==> config.mk <==
export PLATFORM = sky130hd
export DESIGN_NAME = skt_ctrl
export DESIGN_NICKNAME = d
export VERILOG_FILES = /design/src/skt_pkg.sv /design/src/skt_ctrl.sv
export SDC_FILE = /design/constraint.sdc
export NUM_CORES = 1
export LEC_CHECK = 0
export BUFFER_PORTS_ARGS = -buffer_cell sky130_fd_sc_hd__clkbuf_2
export CAP_MARGIN = 25
export CORE_UTILIZATION = 46
export CTS_CLUSTER_DIAMETER = 200
export CTS_CLUSTER_SIZE = 10
export DETAILED_ROUTE_END_ITERATION = 6
export PLACE_DENSITY = 0.85
export SLEW_MARGIN = 25
export SYNTH_ARGS = -nofsm -noshare
export SYNTH_HDL_FRONTEND = slang
export SYNTH_SLANG_ARGS = --single-unit
export TNS_END_PERCENT = 50
==> constraint.sdc <==
create_clock -name clock -period 12.65 [get_ports clock]
set_clock_uncertainty 0.15 [all_clocks]
set_input_delay 1.265 -clock clock [delete_from_list [all_inputs] [get_ports clock]]
set_output_delay 1.265 -clock clock [all_outputs]
set_load 0.005 [all_outputs]
==> src/skt_pkg.sv <==
// Shared types, constants and helpers for the sorted key table update core.
// Used by skt_cell, skt_ctrl and sorted_key_table_update_core.
package skt_pkg;

   localparam int CAPACITY = 256;
   localparam int KEY_W = 32;
   localparam int CNT_W = $clog2(CAPACITY + 1);
   localparam int FIELD_W = 9;

   localparam logic ACT_INSERT = 1'b0;
   localparam logic ACT_DELETE = 1'b1;

   typedef enum logic [1:0] {
      STATUS_DONE      = 2'd0,
      STATUS_NOT_FOUND = 2'd1,
      STATUS_FULL      = 2'd2
   } status_type;

   // Phase of the request as it travels along the row of cells
   typedef enum logic [3:0] {
      PH_SEEK = 4'b0001,
      PH_UP   = 4'b0010,
      PH_DOWN = 4'b0100,
      PH_DONE = 4'b1000
   } phase_type;

   typedef struct packed {
      logic             active;
      logic             action;
      phase_type        phase;
      status_type       status;
      logic [KEY_W-1:0] key;
      logic [KEY_W-1:0] carry;
      logic [CNT_W-1:0] pos;
   } token_type;

   // Fit a count-width value into a 9-bit result field (truncate or zero extend)
   function automatic logic [FIELD_W-1:0] to_field(input logic [CNT_W-1:0] v);
      logic [FIELD_W-1:0] r;
      r = '0;
      for (int b = 0; b < FIELD_W; b++) begin
         if (b < CNT_W) begin
            r[b] = v[b];
         end
      end
      return r;
   endfunction

endpackage

==> src/skt_ctrl.sv <==
// Request and response handshakes, entry count and result formatting for the
// sorted key table update core. Depends on skt_pkg.
module skt_ctrl (
   input  logic                clock,
   input  logic                reset,
   input  logic                req_tvalid,
   output logic                req_tready,
   input  logic                req_action,
   input  logic [skt_pkg::KEY_W-1:0] req_key,
   output logic                rsp_tvalid,
   input  logic                rsp_tready,
   output logic [23:0]         rsp_tdata,
   output skt_pkg::token_type  tok_head,
   input  skt_pkg::token_type  tok_tail
);
   import skt_pkg::*;

   token_type          head_ff, head_in;
   logic               busy_ff, busy_in;
   logic [CNT_W-1:0]   count_ff, count_in;
   logic               pend_valid_ff, pend_valid_in;
   logic [23:0]        pend_data_ff, pend_data_in;
   logic               rsp_valid_ff, rsp_valid_in;
   logic [23:0]        rsp_data_ff, rsp_data_in;
   logic               accept;
   status_type         fin_status;
   logic [CNT_W-1:0]   fin_pos;

   assign req_tready = !busy_ff && !pend_valid_ff;
   assign accept = req_tvalid && req_tready;

   always_comb begin
      fin_status = tok_tail.status;
      fin_pos = tok_tail.pos;
      // a delete that ran off the end of the row found nothing
      if (tok_tail.phase == PH_SEEK) begin
         fin_status = STATUS_NOT_FOUND;
      end
      if (fin_status != STATUS_DONE) begin
         fin_pos = '0;
      end
   end

   always_comb begin
      head_in = head_ff;
      head_in.active = 1'b0;
      busy_in = busy_ff;
      count_in = count_ff;
      pend_valid_in = pend_valid_ff;
      pend_data_in = pend_data_ff;
      rsp_valid_in = rsp_valid_ff;
      rsp_data_in = rsp_data_ff;

      if (accept) begin
         head_in.active = 1'b1;
         head_in.action = req_action;
         head_in.key = req_key;
         head_in.carry = '0;
         head_in.pos = '0;
         if ((req_action == ACT_INSERT) && (count_ff == CNT_W'(CAPACITY))) begin
            head_in.status = STATUS_FULL;
            head_in.phase = PH_DONE;
         end else begin
            head_in.status = STATUS_DONE;
            head_in.phase = PH_SEEK;
         end
         busy_in = 1'b1;
      end

      if (tok_tail.active) begin
         if (fin_status == STATUS_DONE) begin
            count_in = (tok_tail.action == ACT_INSERT) ? count_ff + CNT_W'(1)
                                                       : count_ff - CNT_W'(1);
         end
         pend_data_in = {4'b0, to_field(count_in), to_field(fin_pos), fin_status};
         pend_valid_in = 1'b1;
         busy_in = 1'b0;
      end

      // move the finished result to the output register
      if (pend_valid_ff && (!rsp_valid_ff || rsp_tready)) begin
         rsp_data_in = pend_data_ff;
         rsp_valid_in = 1'b1;
         pend_valid_in = 1'b0;
      end else if (rsp_tready) begin
         rsp_valid_in = 1'b0;
      end
   end

   always_ff @(posedge clock) begin
      pend_data_ff <= pend_data_in;
      rsp_data_ff <= rsp_data_in;
      if (reset) begin
         head_ff.active <= 1'b0;
         busy_ff <= 1'b0;
         count_ff <= '0;
         pend_valid_ff <= 1'b0;
         rsp_valid_ff <= 1'b0;
      end else begin
         head_ff <= head_in;
         busy_ff <= busy_in;
         count_ff <= count_in;
         pend_valid_ff <= pend_valid_in;
         rsp_valid_ff <= rsp_valid_in;
      end
   end

   assign tok_head = head_ff;
   assign rsp_tvalid = rsp_valid_ff;
   assign rsp_tdata = rsp_data_ff;

endmodule

==> metrics.md <==
| Metric | Value |
|---|---|
| Hold EP | `rsp_tdata[8]` |
| Crit end category | `register` |
| Hold Vio Cnt, Final | `0` |
| Largest net degree at the start of global routing | `36` |
| Rows | `32` |
| Setup crit start kind | `primary input` |
| Status | `completed` |
| Initial antenna violation count | `0` |
| Max Cap Violations | `0` |
| Post-synth top area share | `61.9%` |
| Die height | `91.0 um` |
| Clock-pin slew on the worst setup and hold paths | `0.07 ns` |
| Max-slew headroom | `52.4%` |
| First-pass GRT wire length | `9290 um` |
| Via count | `2144` |
| Initial Utilization | `47.4%` |
| Most common cell in the synthesized netlist | `edfxtp_1` |
| Tmin final | `3.18 ns` |
| Antenna Nets Post-Route | `0` |
| # diodes | `0` |
| Clk_lat worst skew | `0.34 ns` |
| Top_reg_cell synth | `edfxtp_1` |
| Total gr overflow | `0` |
| Req. time, crit path | `12.73 ns` |
| DR pass1 iterations | `4` |
| Die area | `8270 sq um` |
| Via density | `4.53` |
| Setup violators final | `0` |
| Post-synth ARST share | `0%` |
| Synth area leader | `edfxtp_1` |
| Most frequent cells after synthesis | `edfxtp_1, buf_4, nor2_1, dfxtp_1, and2_1` |
| Final Instance Area | `4340 sq um` |
| DRC | `0` |
| Placed instance area | `4150 sq um` |
| Setup slack, reg-to-reg | `10.24 ns` |
| Post-synthesis sequential area ratio | `69.0%` |
| Root Driver | `clkbuf_8` |
| CTS Sinks | `88` |
| Total Nets Final | `492` |
| CTS Buf Count | `9` |
| Gr usage total | `14.9%` |
| Port Buf Inserts | `112` |
| Final Non-Filler Cells | `473` |
| Layout cells sized above 1 | `36.4%` |
| Post-CTS setup buffers | `0` |
| Synth top area cells | `edfxtp_1, buf_4, dfxtp_1, ha_1, nor2_1` |
| Final Core Density | `56.4%` |
| Area Growth Syn to Fin | `19.1%` |
| Hold path start | `pend_data_ff[8]` |
| DP Cell Count | `457` |
| CTS tree | `built` |
| Arrival time worst endpoint | `3.26 ns` |
| Netlist cell types | `39` |
| Maximum vdd ir drop | `0.0716 mV` |
| Post-cts repair resize count | `0` |
| Clk buf depth | `2` |
| #FFs+latches synth | `88` |
| Worst-path fanout max | `10` |
| R2R depth | `7` |
| CP Class | `in -> reg` |
| Cell area power density | `133 nW/um^2` |
| Vias in the first global route | `1996` |
| Final TNS setup | `0 ns` |
| DR iter-0 viols | `94` |
| Core region area | `7690 sq um` |
| Pins Over Slew Limit | `0` |
| WL per Instance | `12.9 um` |
| Static Leak | `1.87 nW` |
| Hold Buf Count CTS | `0` |
| Synth warn | `0` |
| Tcrit/Tclk final | `25.1%` |
| Fill count | `615` |
| Hold slack | `0.272 ns` |
| Post-Syn Instances | `247` |
| HPWL after DPL | `4600 um` |
| Ports | `225` |
| RR Endpoint | `count_ff[8]` |
| RSZ-0062 raised after global routing | `no` |
| Die Width | `91.0 um` |
| Drt total wl | `6100 um` |
| Slew @ Worst Pin | `0.714 ns` |
| Routability cong. | `0.849` |
| H-tree depth | `3` |
| Hold Path Class | `reg -> reg` |
| Synthesized area | `3640 sq um` |
| Syn avg cell area | `14.7 sq um` |
| Peak Freq | `314 MHz` |
| Reg2reg start | `count_ff[0]` |
| EDFF count, synth | `75` |
| Hold depth | `0` |
[registers in the layout, summed over array words and instances (netlist names)]
| register | flops |
|---|---|
| pend_data_ff | 20 |
| busy_ff | 1 |
| rsp_tvalid | 1 |
| tok_head | 36 |
| pend_valid_ff | 1 |
| rsp_tdata | 20 |
| count_ff | 9 |
[worst max-delay path, stage by stage]
cell      delay, ns
clkbuf_2       0.23
inv_1          0.10
fa_1           0.45
nand2b_1       0.19
a211oi_1       0.27
o21ai_0        0.21
and3b_1        0.25
mux2_4         0.29
[worst max-delay path by stage]
stage | end | slack [ns] | from | depth (start not counted)
after floorplan | tok_head[41] | 6.83 | reset | 2
after global placement | count_ff[8] | 9.26 | tok_tail[79] | 8
after detailed placement | count_ff[8] | 9.17 | tok_tail[79] | 8
after CTS | count_ff[8] | 9.53 | tok_tail[79] | 8
after global routing | count_ff[8] | 9.46 | tok_tail[79] | 8
final | count_ff[8] | 9.47 | tok_tail[79] | 8
[cell families after synthesis]
logic type	share of synthesized area, %
AO/OA/AOI/OAI	4.64
XOR/XNOR	2.16
adder cells (fa/ha/maj)	2.96
buffers and inverters	11.4
flip-flops	69.0
multiplexers	2.75
other	0.103
AND/OR/NAND/NOR	7.01
[per-layer routing]
metal / wire length (um) / track usage (%)
met3: 375 / 3.94
met1: 2260 / 15.1
met5: 0 / 0
met4: 193 / 8.73
met2: 3270 / 27.2
[cells in the final DEF, fill, tap and decap left out, types with 2 or more instances in the layout]
cell / Yosys / routed
clkbuf_1: 3 / 3
nor4b_1: 3 / 2
dfxtp_1: 13 / 13
a21o_1: 3 / 3
mux2_2: 4 / 4
a211oi_1: 3 / 3
clkbuf_8: 0 / 9
a21oi_1: 8 / 7
nor4b_2: 1 / 2
clkinv_1: 0 / 2
nand4_1: 2 / 2
clkbuf_2: 0 / 112
ha_1: 7 / 7
and2_1: 9 / 9
xor2_1: 4 / 4
buf_4: 49 / 2
mux2i_1: 4 / 4
o31ai_1: 2 / 2
o21a_1: 3 / 3
o21ai_0: 3 / 3
nor2_1: 18 / 18
nor2b_1: 2 / 2
xnor2_1: 5 / 5
inv_1: 8 / 8
edfxtp_1: 75 / 75
nand2b_1: 2 / 2
conb_1: 1 / 48
[area by class of cell]
| class | count | area [sq um] | area share, % |
|---|---|---|---|
| Sequential cell | 88 | 2510 | 58.0 |
| Timing Repair Buffer | 114 | 576 | 13.3 |
| Tap cell | 102 | 128 | 2.94 |
| Inverter | 8 | 30.0 | 0.693 |
| Clock inverter | 4 | 46.3 | 1.07 |
| Multi-Input combinational cell | 145 | 908 | 21.0 |
| Clock buffer | 12 | 135 | 3.12 |
[power by group]
part / total [mW] / internal, mW / switching, mW
logic: 0.0567 / 0.0245 / 0.0322
clock network: 0.178 / 0.0906 / 0.0876
registers: 0.342 / 0.335 / 0.00648
total: 0.577 / 0.450 / 0.126
[per-stage QoR]
stage	total power, mW	setup WS [ns]
global placement	0.401	9.26
detailed placement	0.405	9.17
CTS	0.580	9.53
floorplan	0.388	6.83
finish	0.577	9.47
global route	0.597	9.46
No activity file was read; power rests on OpenSTA's default activity.
