## src/skt_pkg.sv

```systemverilog
// Shared types, constants and helpers for the sorted key table update core.
// Used by skt_cell, skt_ctrl and sorted_key_table_update_core.
package skt_pkg;

   localparam int CAPACITY = 256;
   localparam int KEY_W = 32;
   localparam int CNT_W = $clog2(CAPACITY + 1);
   localparam int FIELD_W = 9;

   localparam logic ACT_INSERT = 1'b0;
   localparam logic ACT_DELETE = 1'b1;

   typedef enum logic [1:0] {
      STATUS_DONE      = 2'd0,
      STATUS_NOT_FOUND = 2'd1,
      STATUS_FULL      = 2'd2
   } status_type;

   // Phase of the request as it travels along the row of cells
   typedef enum logic [3:0] {
      PH_SEEK = 4'b0001,
      PH_UP   = 4'b0010,
      PH_DOWN = 4'b0100,
      PH_DONE = 4'b1000
   } phase_type;

   typedef struct packed {
      logic             active;
      logic             action;
      phase_type        phase;
      status_type       status;
      logic [KEY_W-1:0] key;
      logic [KEY_W-1:0] carry;
      logic [CNT_W-1:0] pos;
   } token_type;

   // Fit a count-width value into a 9-bit result field (truncate or zero extend)
   function automatic logic [FIELD_W-1:0] to_field(input logic [CNT_W-1:0] v);
      logic [FIELD_W-1:0] r;
      r = '0;
      for (int b = 0; b < FIELD_W; b++) begin
         if (b < CNT_W) begin
            r[b] = v[b];
         end
      end
      return r;
   endfunction

endpackage

```

## src/skt_cell.sv

```systemverilog
// One table cell: holds a key and its valid bit, handles the request passing by
// and hands the request on to the next cell. Depends on skt_pkg.
module skt_cell (
   input  logic                     clock,
   input  logic                     reset,
   input  skt_pkg::token_type       tok_in,
   output skt_pkg::token_type       tok_out,
   input  logic [skt_pkg::KEY_W-1:0] nxt_key,
   input  logic                     nxt_valid,
   output logic [skt_pkg::KEY_W-1:0] key,
   output logic                     valid
);
   import skt_pkg::*;

   logic [KEY_W-1:0] key_ff, key_in;
   logic             valid_ff, valid_in;
   token_type        tok_ff, tok_in_c;

   always_comb begin
      key_in = key_ff;
      valid_in = valid_ff;
      tok_in_c = tok_in;
      if (tok_in.active) begin
         case (tok_in.phase)
            PH_SEEK: begin
               if (valid_ff && (key_ff < tok_in.key)) begin
                  tok_in_c.pos = tok_in.pos + CNT_W'(1);
               end else if (tok_in.action == ACT_INSERT) begin
                  // take the new key, push the old one up the row
                  key_in = tok_in.key;
                  valid_in = 1'b1;
                  tok_in_c.carry = key_ff;
                  tok_in_c.phase = valid_ff ? PH_UP : PH_DONE;
               end else if (valid_ff && (key_ff == tok_in.key)) begin
                  key_in = nxt_key;
                  valid_in = nxt_valid;
                  tok_in_c.phase = PH_DOWN;
               end else begin
                  tok_in_c.status = STATUS_NOT_FOUND;
                  tok_in_c.phase = PH_DONE;
               end
            end
            PH_UP: begin
               key_in = tok_in.carry;
               valid_in = 1'b1;
               tok_in_c.carry = key_ff;
               if (!valid_ff) begin
                  tok_in_c.phase = PH_DONE;
               end
            end
            PH_DOWN: begin
               // pull the neighbor's entry down
               key_in = nxt_key;
               valid_in = nxt_valid;
            end
            default: begin
            end
         endcase
      end
   end

   always_ff @(posedge clock) begin
      key_ff <= key_in;
      if (reset) begin
         valid_ff <= 1'b0;
         tok_ff.active <= 1'b0;
      end else begin
         valid_ff <= valid_in;
         tok_ff <= tok_in_c;
      end
   end

   assign tok_out = tok_ff;
   assign key = key_ff;
   assign valid = valid_ff;

endmodule

```

## config.mk

```make
export PLATFORM = sky130hd
export DESIGN_NAME = skt_cell
export DESIGN_NICKNAME = d
export VERILOG_FILES = /design/src/skt_pkg.sv /design/src/skt_cell.sv
export SDC_FILE = /design/constraint.sdc
export NUM_CORES = 1
export LEC_CHECK = 0
export ABC_AREA = 1
export BUFFER_PORTS_ARGS = -buffer_cell sky130_fd_sc_hd__buf_2
export CAP_MARGIN = 20
export CORE_UTILIZATION = 50
export DETAILED_ROUTE_END_ITERATION = 16
export GPL_ROUTABILITY_DRIVEN = 1
export MAX_ROUTING_LAYER = met4
export PLACE_DENSITY = 0.82
export SLEW_MARGIN = 20
export SYNTH_ARGS = -nofsm -noshare
export SYNTH_HDL_FRONTEND = slang
export SYNTH_SLANG_ARGS = --single-unit
```

## constraint.sdc

```tcl
create_clock -name clock -period 2.8 [get_ports clock]
set_clock_uncertainty 0.05 [all_clocks]
set_input_delay 0.14 -clock clock [delete_from_list [all_inputs] [get_ports clock]]
set_output_delay 0.14 -clock clock [all_outputs]
set_load 0.05 [all_outputs]
```

==> results of run 1 <==
[worst max path at each step]
stage	end	cells past startpoint
after floorplan	key[0]	10
final	tok_out[4]	12
after global placement	tok_out[4]	12
after CTS	tok_out[4]	12
after global routing	tok_out[4]	12
after detailed placement	tok_out[4]	12
[worst max-delay path, cell delays in order, from the launching register on]
cell and delay, ps:
edfxtp_1 430, ha_1 340, nand2_1 80, nor2_1 240, nand4_1 160, nor2_2 160
nand2_1 120, nand2_1 130, buf_4 320, inv_1 70, nand2_1 80, xor2_1 140
inv_1 60
[flip-flops by register name (all words and copies together) (netlist names)]
register,flops
tok_out,81
valid,1
key,32
[metrics by stage]
step	total power, mW	area (sq um)	instances
2_1_floorplan	2.748	6824	793
3_3_place_gp	3.023	8154	1176
3_5_place_dp	3.040	8154	1176
4_1_cts	5.219	9268	1261
5_1_grt	5.377	9268	1261
6_report	5.210	9268	1261
[synthesized netlist by cell type (2+ instances only)]
master,count
o21bai_2,8
xnor2_1,2
xor2_1,5
nand4_1,4
o211ai_1,33
nor2_2,3
edfxtp_1,112
clkbuf_1,16
dfxtp_1,2
buf_2,12
nor2_1,33
nand2_1,242
nand3_1,44
buf_6,3
inv_1,106
a21oi_1,12
inv_2,3
buf_4,2
o21bai_1,16
o21ai_0,72
ha_1,33
buf_1,3
o21ai_1,18
[layer usage]
metal	track usage	routed length [um]	vias to the layer above	share of wire
met5	-	0	-	0
met4	0.1464	706	0	0.034
met3	0.05792	1722	60	0.084
met2	0.5183	9976	404	0.49
met1	0.3543	8150	3092	0.40
li1	-	-	3224	-
[cell families after synthesis]
| family | after synthesis |
|---|---|
| compound gates | 162 |
| fa+ha+maj | 33 |
| xor+xnor | 7 |
| flops | 114 |
| buf+inv | 145 |
| simple gates | 332 |
[area by class of cell]
class | instances | area share
tap | 176 | 0.02376
clock buffer | 18 | 0.04631
clock inverter | 13 | 0.01553
timing repair buffer | 297 | 0.1960
inverter | 109 | 0.04469
multi-input combinational | 534 | 0.3065
sequential | 114 | 0.3672
[report_power, final]
group | switching [mW] | internal [mW]
Clock | 0.756 | 1.37
Combinational | 0.718 | 0.322
Sequential | 0.0379 | 2.00
Total | 1.51 | 3.70
==> flow_summary.ini, run 1 <==
[status]
status = finished clean

[clock_tree]
insertion_delay_ps = 420
post_cts_resized = 0
htreeDepth = 4
clk_pin_slew_worst_paths_ps = 60
cts_tree = built
cts_hold_buf = 54
clkSinkCount = 114
post-cts-setup-buffer-count = 0
cts_buffers = 17
clk_path_buf_depth = 2
clock-root-buffer = clkbuf_16

[routing]
wirelength_mm = 20.56
first_iter_violations = 606
wl_per_cell_um = 16.30
remaining_drc_errors = 0
drtPass1Iterations = 5
drtAntennaViolNets = 0
vias = 6780
via_per_inst = 5.377

[pwr]
power_density_nw_per_um2 = 562.1
vdd_drop_max_mv = 0.3502
p_leak_nw = 4.329

[worst_setup_path]
r2r_end = tok_out[4]
end_kind = register
r2r_slack_ps = 170
reg2reg_depth = 12
cp.required_ps = 2910
critPathLaunch = key[23]
cp_max_fo = 23
crit_arrival_ps = 2740
path_class = register to register
critPathLaunchType = register
rr_startpoint = key[23]

[floorplan]
fp.dieH_um = 118.8
rows = 42
coreArea_sq_um = 13300
chipWidth_um = 118.8
dieArea_sq_um = 14110
initial_utilization = 0.5130
io_pins = 230

[min_path]
hp-start = nxt_key[8]
hold_end = key[8]
hold_path.class = input pin to register
hold_depth = 3

[final_layout]
n_antenna_cell = 0
multi_input_area_sq_um = 2840
final_util = 0.6971
layout_commonest_cell = nand2_1
fill_cells = 982
seq_area_sq_um = 3403
layout-drive-gt1-share = 0.2691
layout_common_cells = nand2_1, buf_2, edfxtp_1
syn2layout_area_growth_pct = 35.88
fin_nets = 1222

[sta]
holdWs_ps = 13.97
worst_slack_ps = 173.7
max_freq_mhz = 380.8
relSlewSlack = 0.3974
tightest_slew_ps = 901.7
finalCritPeriodShare = 0.9380
finalCriticalPeriod_ps = 2626
hold_violations = 0
setup_violations = 0
fin_setup_tns_ps = 0
rsz0062_at_grt = false
drv_slew = 0

[logic_synthesis]
synth-main-ff-cell = edfxtp_1
yosys.area_share.simple = 0.1996
ys_top_cells_by_area = edfxtp_1, nand2_1, ha_1, inv_1, o21ai_0
yosysSeqAreaShare = 0.4990
yosysTopAreaCell = edfxtp_1
synth_mux_area_frac = 0
ys_ff_latch = 114
synth_xor_area_frac = 0.008989
synth_top_family_by_area = simple AND/OR/NAND/NOR gates
synth_cells = 793
synth_top_area_frac = 0.4931
syn_area_sq_um = 6820
async_flop_share = 0
synth-compound-area-share = 0.1455
synth_adder_area_share = 0.06054
syn_nets = 942
ys_warn_count = 0
syn_avg_cell_area_sq_um = 8.601
synth-edff-count = 112
ys_types = 32

[global_routing]
grt_pass1_wl_mm = 32.26
overflow = 0
first_global_vias = 6653
antenna_found_initial = 0
grt_max_degree = 43
gr-usage-all-layers = 0.3079

[placed_design]
place_congestion = 0.8979
post-place-ws_ps = 257.6
port_buffers = 229
dp_hpwl_mm = 13.56

[job]
cap_violations = 0
Power figures use the tool's default switching activity.
==> run 2, diff against run 1 <==
==> constraint.sdc (replaced) <==
create_clock -name clock -period 2.94 [get_ports clock]
set_clock_uncertainty 0.05 [all_clocks]
set_input_delay 0.147 -clock clock [delete_from_list [all_inputs] [get_ports clock]]
set_output_delay 0.147 -clock clock [all_outputs]
set_load 0.05 [all_outputs]
==> run 2 against run 1 <==
Register-to-register slack improved by 90 ps. Flip-flop and latch count did not move. Core utilization fell by 1.7 points. Critical endpoint is now tok_out[14]. Worst hold slack got worse by 3.6 ps.
==> flow_summary.ini, run 2 (same netlist as run 1, synthesis figures left out) <==
[sta]
worst_slack_ps = 264.1
drv_slew = 0
rsz0062_at_grt = false
max_freq_mhz = 373.7
fin_setup_tns_ps = 0
relSlewSlack = 0.3666
finalCriticalPeriod_ps = 2676
setup_violations = 0
holdWs_ps = 10.35
tightest_slew_ps = 947.9
finalCritPeriodShare = 0.9102
hold_violations = 0

[floorplan]
io_pins = 230
rows = 42
fp.dieH_um = 118.8
coreArea_sq_um = 13300
chipWidth_um = 118.8
dieArea_sq_um = 14110
initial_utilization = 0.5130

[final_layout]
design_area_sq_um = 9047
layout-drive-gt1-share = 0.2664
layout_commonest_cell = nand2_1
largest_reg_flops = 81
syn2layout_area_growth_pct = 32.65
layout_common_cells = nand2_1, buf_2, edfxtp_1
fin_nets = 1207
final_util = 0.6805

[pwr]
p_leak_nw = 4.251
switching_power_mw = 1.415
p_int_mw = 3.330
power_density_nw_per_um2 = 524.5
vdd_drop_max_mv = 0.3177
clkPwrFrac = 0.386
p_seq_frac = 0.409
netSwitchingFraction = 0.2983
comb_power_share = 0.205

[global_routing]
grt_pass1_wl_mm = 32.16
gr-usage-all-layers = 0.3054
antenna_found_initial = 1
first_global_vias = 6347
grt_max_degree = 66
overflow = 0

[clock_tree]
insertion_delay_ps = 420
clock-root-buffer = clkbuf_16
clk_pin_slew_worst_paths_ps = 50
cts_tree = built
clkSinkCount = 114
cts_buffers = 17
htreeDepth = 4
clk_path_buf_depth = 2

[status]
status = finished clean

[routing]
routed.top_layer = met4
wl_met2_mm = 9.843
wl_met1_mm = 8.183
drtAntennaViolNets = 0
wirelength_mm = 20.50
drtPass1Iterations = 5
dr_wl_met3_mm = 1.752
first_iter_violations = 748
vias = 6686
wl_per_cell_um = 16.44
remaining_drc_errors = 0
via_per_inst = 5.362

[worst_setup_path]
critPathLaunchType = register
crit_arrival_ps = 2790
cp.required_ps = 3060
cp_max_fo = 30
r2r_slack_ps = 260
path_class = register to register
end_kind = register

[placed_design]
dp_hpwl_mm = 13.56
post-place-ws_ps = 318.1
port_buffers = 229
dpl_cell_area_sq_um = 8125
place_congestion = 0.8599

[min_path]
hold_path.class = input pin to register

[job]
cap_violations = 0
[run 2: changes by cell type in the layout (fill, tap and decap cells not counted)]
cell | before | now
bufinv_16 | 3 | 1
clkinv_1 | 3 | 5
clkinvlp_4 | 4 | 0
inv_1 | 104 | 105
buf_4 | 12 | 11
diode_2 | 0 | 1
buf_12 | 2 | 1
nand2_1 | 242 | 241
dlygate4sd3_1 | 54 | 41
nand2_2 | 0 | 1
clkbuf_1 | 1 | 4
[run 2: per-layer routing]
metal	GRT usage	up-vias
li1	-	3192
met1	0.3651	3026
met2	0.5026	400
met3	0.05212	68
met4	0.1440	0
met5	-	-
[run 2: worst paths after layout]
path | start | end | depth (start not counted)
setup reg to reg | key[13] | tok_out[14] | 12
setup / recovery | key[13] | tok_out[14] | 12
hold / removal | nxt_key[7] | key[7] | 3
hold reg to reg | key[0] | tok_out[9] | 2
[run 2: area by class of cell]
cell class	count	area (sq um)
multi-input combinational	534	2843
inverter	109	410.4
clock inverter	10	68.82
tap	176	220.2
fill	1044	4248
antenna	1	2.502
sequential	114	3403
clock buffer	21	440.4
timing repair buffer	282	1659
[run 2: stage by stage]
step / cells / power (mW)
floorplan: 793 / 2.616
global placement: 1174 / 2.871
detailed placement: 1174 / 2.890
CTS: 1246 / 4.753
global route: 1247 / 4.898
finish: 1247 / 4.746
[run 2: what timing repair did]
action | 4_1_cts | 5_1_grt
hold buffers | 41 | 0
buffers inserted | 0 | 0
resized for setup | 0 | 0
endpoints found under the hold margin | 41 | 0
[run 2: critical path: stages (launching register included)]
cell,delay (ps)
edfxtp_1,440
ha_1,330
a21oi_1,170
o21ai_0,140
a21oi_1,210
nand2_1,80
nand2_1,110
nand2_2,160
nand2_1,100
buf_4,370
nand2_1,110
nand3_1,80
nand3_1,70
[run 2: power groups by stage]
stage / Combinational, mW / Clock, mW / Sequential (mW)
final: 0.971 / 1.83 / 1.94
after global routing: 1.05 / 1.90 / 1.95
after CTS: 0.964 / 1.85 / 1.94
after detailed placement: 0.916 / 0 / 1.97
after global placement: 0.899 / 0 / 1.97
after floorplan: 0.312 / 0 / 2.30
